File: src/sv/gnt_ram.sv
// Generic single-port-write, single-read RAM with a registered read.
// Depends on nothing.
`default_nettype none
module gnt_ram #(
  parameter int WIDTH = 8,
  parameter int DEPTH = 256
) (
  input  wire logic                     clk,
  input  wire logic                     we,
  input  wire logic [$clog2(DEPTH)-1:0] waddr,
  input  wire logic [WIDTH-1:0]         wdata,
  input  wire logic [$clog2(DEPTH)-1:0] raddr,
  output logic      [WIDTH-1:0]         rdata
);
  logic [WIDTH-1:0] mem [DEPTH];

  // Write port and registered read port.
  always_ff @(posedge clk) begin
    if (we) mem[waddr] <= wdata;
    rdata <= mem[raddr];
  end
endmodule
`default_nettype wire

File: config.mk
export PLATFORM = sky130hd
export DESIGN_NAME = gnt_ram
export DESIGN_NICKNAME = d
export VERILOG_FILES = /design/src/sv/gnt_ram.sv
export SDC_FILE = /design/constraint.sdc
export NUM_CORES = 2
export LEC_CHECK = 0
export ABC_AREA = 0
export BUFFER_PORTS_ARGS = -buffer_cell sky130_fd_sc_hd__clkbuf_2
export CAP_MARGIN = 20
export CORE_MARGIN = 1.5
export CORE_UTILIZATION = 40
export CTS_CLUSTER_DIAMETER = 80
export DETAILED_ROUTE_END_ITERATION = 16
export PLACE_DENSITY = 0.6
export SKIP_CTS_REPAIR_TIMING = 1
export SYNTH_ARGS = -nofsm -noshare
export SYNTH_HDL_FRONTEND = slang
export SYNTH_SLANG_ARGS = --single-unit
export TNS_END_PERCENT = 1
File: constraint.sdc
create_clock -name clk -period 2.5 [get_ports clk]
set_input_delay 0.5 -clock clk [delete_from_list [all_inputs] [get_ports clk]]
set_output_delay 0.5 -clock clk [all_outputs]
set_load 0.02 [all_outputs]
==> impl.org <==
** Pwr
- Switching fraction of total power :: 21.1%
- Registers are responsible for 52.0% of the overall power.
- Sw power :: 15.5 mW
- Power share of the clock group :: about 42%
- Total chip power :: 73.2 mW
- Power per cell area :: 766 mW/mm^2
- Internal power component :: ~58 mW
- Total leakage power :: 31.1 nW
- IR analysis of the VDD net gives a maximum drop of around 0.78 mV.
- Power share of the combinational group :: roughly 5.7%

** Setup path
- Maximum fanout count along the critical path :: 1
- Worst flop-to-flop path startpoint :: mem[83][6]$_DFFE_PP_
- CP Launch Type :: register
- Data on the critical path is required at its endpoint by 3180 ps.
- Type of the worst setup path :: reg -> reg
- Element type at the critical path end :: register
- Data on the critical path arrives at its endpoint at 3210 ps.
- Startpoint of the most critical setup path :: mem[83][6]$_DFFE_PP_

** Logic synthesis
- In this run, synthesis produced a sequential element count of 2056.
- Average cell area after synthesis :: about 21 um^2
- Counting flops with an async set or reset pin after synthesis yields a share of 0%.
- Sorting the synthesized cells by how often they occur yields sky130_fd_sc_hd__edfxtp_1, sky130_fd_sc_hd__mux4_2, sky130_fd_sc_hd__nor2_1, sky130_fd_sc_hd__mux2i_1, sky130_fd_sc_hd__a22oi_1.
- Of the synthesized area, sequential elements account for ~78%.
- Top post-synthesis cells by area :: sky130_fd_sc_hd__edfxtp_1, sky130_fd_sc_hd__mux4_2, sky130_fd_sc_hd__mux2i_1
- Most used DFF post-synth :: sky130_fd_sc_hd__edfxtp_1
- Count of warnings emitted by yosys :: 0
- After synthesis, the largest area contributor takes up 77.3% of total cell area.
- Netlist area before placement :: 0.0796 mm^2
- Count of distinct cell types in the synthesized netlist :: between 50 and 60
- Post-synth net total :: roughly 3800
- Synthesis produced 3733 cells.
- Synth area leader :: sky130_fd_sc_hd__edfxtp_1
- Library cell with the highest instance count after synthesis :: sky130_fd_sc_hd__edfxtp_1
- Number of enable-type register cells in the synthesized netlist :: 2048

** Clocking
- CTS HTree Levels :: 4
- Number of clock buffers inserted by TritonCTS :: just over 200
- CTS tree :: built
- After clock tree synthesis, the clock-pin slew on the worst setup and hold paths is 60 ps.
- Count of clock tree sinks :: ~2100
- In this run the deepest clock path goes through 3 buffers.
- Clock insertion delay at the later pin of the skew report :: 830 ps
- Master cell of the clock root buffer :: sky130_fd_sc_hd__clkbuf_16

** Floorplan
- 34 I/O pins were placed.
- Initial core utilization :: between 40 and 50%
- Die Ht :: 449 um
- The initialized floorplan defines roughly 160 standard-cell rows.
- In this run the standard cell core region covers approximately 0.2 mm^2.
- The die covers between 0.2 and 0.25 mm^2.
- The die is 449 um wide.

** Placement
- Final weighted congestion in routability-driven placement :: approximately 0.85
- Number of cells in the design after placement :: 6940
- During placement, the flow inserted port buffers numbering 33.
- After legalization and detailed placement, the total HPWL measured 134000 um.

** Detailed routing
- Average wire per cell in the routed design :: around 28 um
- In this run the remaining antenna-violating nets after routing total 0.
- Dividing the detail-routed via count by the number of cells gives between 5 and 6.
- For this block, the initial DRC count from the detailed router was about 4700.
- For this run, the detailed router's first-pass iteration total came to 5.
- DRC violation count after routing :: 0
- Via count :: 40800
- Post-Route WL :: 204000 um

** STA
- Slew headroom :: 36.2%
- Final hold slack :: 107 ps
- Setup violation total in the final timing report :: 1
- Part of the cycle the worst path needs :: 101%
- Worst-case setup margin in the final layout :: -21.0 ps
- Setup repair after global routing could not meet its margin everywhere.
- Hold Violations, Final :: 0
- Tightest Pin Transition :: 958 ps
- Slew Viols, Final :: 0
- Clock skew :: around 30 ps
- Setup TNS :: -21.0 ps
- For this run, the top clock speed supported by timing is around 0.40 GHz.
- For the finished layout, the period the worst path requires is about 2500 ps.

** Run
- The tool flagged a number of max-cap violations equal to 0.

** Cells and area
- Combined area of the multi-input logic cells :: 0.0165 mm^2
- Share of final-layout standard cells stronger than drive strength 1 :: 33.8%
- Nets :: 4533
- Number of filler instances in the final layout :: 16200
- For this run, the number of standard cells in the final layout without fillers is 7324.
- For this run, the share of the core covered by cells in the final layout is 48.4%.
- Compared with the post-synthesis result, the final layout area differs by 20.2%.
- Registers take 0.0617 mm^2.

** Global routing
- Wire length of the first global-routing pass :: 295000 um
- All-layer global routing usage :: 20.2%
- Entering global routing, the biggest net connects 91 pins.
- The initial antenna violation count is 8.
- Summed over all layers, the global routing overflow is 0.
- The via count of the first global-routing pass came to 41400.

** Run status
- The run finished, with violations left.
- Violations in the final reports :: negative setup slack

** Hold path
- The startpoint identified for the worst hold timing path is wdata[6].
- In this run the worst hold path is classified as in -> reg.
[power by group through the flow]
stage          Combinational, mW  Sequential [mW]  Clock, mW
2_1_floorplan               1.85             38.8          0
3_3_place_gp                4.10             38.8          0
3_5_place_dp                4.14             38.8          0
4_1_cts                     4.15             38.1       31.5
5_1_grt                     4.36             38.0       32.8
6_report                    4.14             38.1       31.0
[metal layers]
layer,vias up,share of wire (%),global-route usage [%]
met1,21600,41,27.9
met3,316,7.8,4.21
li1,17300,-,-
met4,2,3.2,6.68
met2,1587,48,31.9
met5,-,0.0054,0
[logic make-up (layout without fill, tap and decap cells)]
group                  count (synthesis)  in the layout  synth area share (%)
AO/OA/AOI/OAI                        385            385                  3.42
buffers and inverters                235           1178                  1.83
flip-flops                          2056           2056                  77.5
multiplexers                         591            591                  14.6
other                                  0              8                     0
AND/OR/NAND/NOR                      466            466                  2.63
[cells in the final DEF, fill, tap and decap left out, types with 5 or more instances in the layout]
cell type	Yosys	routed
sky130_fd_sc_hd__edfxtp_1	2048	2048
sky130_fd_sc_hd__o21ai_0	10	10
sky130_fd_sc_hd__a22o_1	8	8
sky130_fd_sc_hd__clkinv_2	0	34
sky130_fd_sc_hd__nor3_1	22	20
sky130_fd_sc_hd__nor4_1	24	19
sky130_fd_sc_hd__inv_6	0	9
sky130_fd_sc_hd__nor2_1	282	279
sky130_fd_sc_hd__o22a_1	5	5
sky130_fd_sc_hd__clkbuf_1	111	41
sky130_fd_sc_hd__o211ai_1	10	10
sky130_fd_sc_hd__a21oi_1	96	96
sky130_fd_sc_hd__a221oi_1	13	13
sky130_fd_sc_hd__clkbuf_2	0	21
sky130_fd_sc_hd__a211oi_1	16	15
sky130_fd_sc_hd__clkinvlp_4	0	14
sky130_fd_sc_hd__mux4_2	454	454
sky130_fd_sc_hd__clkinv_1	1	35
sky130_fd_sc_hd__nand4_1	10	10
sky130_fd_sc_hd__buf_8	13	10
sky130_fd_sc_hd__o22ai_1	28	28
sky130_fd_sc_hd__nand2b_1	8	8
sky130_fd_sc_hd__nor2b_1	31	28
sky130_fd_sc_hd__a22oi_1	133	133
sky130_fd_sc_hd__mux2i_1	134	134
sky130_fd_sc_hd__dfxtp_1	8	8
sky130_fd_sc_hd__clkbuf_16	0	204
sky130_fd_sc_hd__o221ai_1	46	46
sky130_fd_sc_hd__nand3_1	34	34
sky130_fd_sc_hd__nor4_2	3	7
sky130_fd_sc_hd__nand2_1	33	33
sky130_fd_sc_hd__diode_2	0	8
sky130_fd_sc_hd__buf_12	8	101
sky130_fd_sc_hd__buf_4	27	667
sky130_fd_sc_hd__bufinv_16	0	29
sky130_fd_sc_hd__and2_1	6	6
[state kept, by name (all words and copies together) (netlist names)]
register  cells
mem        2048
rdata         8
[path summary, 6_finish.rpt]
path / cells after the start / endpoint / slack (ps)
min: 1 / mem[175][6]$_DFFE_PP_ / 110
max: 7 / rdata[6]$_DFF_P_ / -20
max reg2reg: 7 / rdata[6]$_DFF_P_ / -20
min reg2reg: 6 / rdata[6]$_DFF_P_ / 1120
[cell type report]
cell class	instances	share of cell area, %
multi-input cells	1442	17.3
diodes	8	0.0209
repair buffers	801	7.64
inverters	2	0.00785
well taps	2640	3.46
clock buffers	245	5.50
flip-flops and latches	2056	64.5
clock inverters	130	1.58
[critical path: stages (launching register included)]
cell	delay [ps]
sky130_fd_sc_hd__edfxtp_1	350
sky130_fd_sc_hd__mux4_2	490
sky130_fd_sc_hd__a22o_1	320
sky130_fd_sc_hd__a221oi_2	190
sky130_fd_sc_hd__buf_4	180
sky130_fd_sc_hd__o32ai_2	80
sky130_fd_sc_hd__nor3_1	660
sky130_fd_sc_hd__nor4_2	110
[per-stage QoR]
step           cell area (um^2)  worst slack (ps)
2_1_floorplan             79600              62.1
3_3_place_gp              88700             -1350
3_5_place_dp              88700             -1160
4_1_cts                   95500              -366
5_1_grt                   95600             -80.5
6_report                  95600             -21.0
Power figures use the tool's default switching activity.
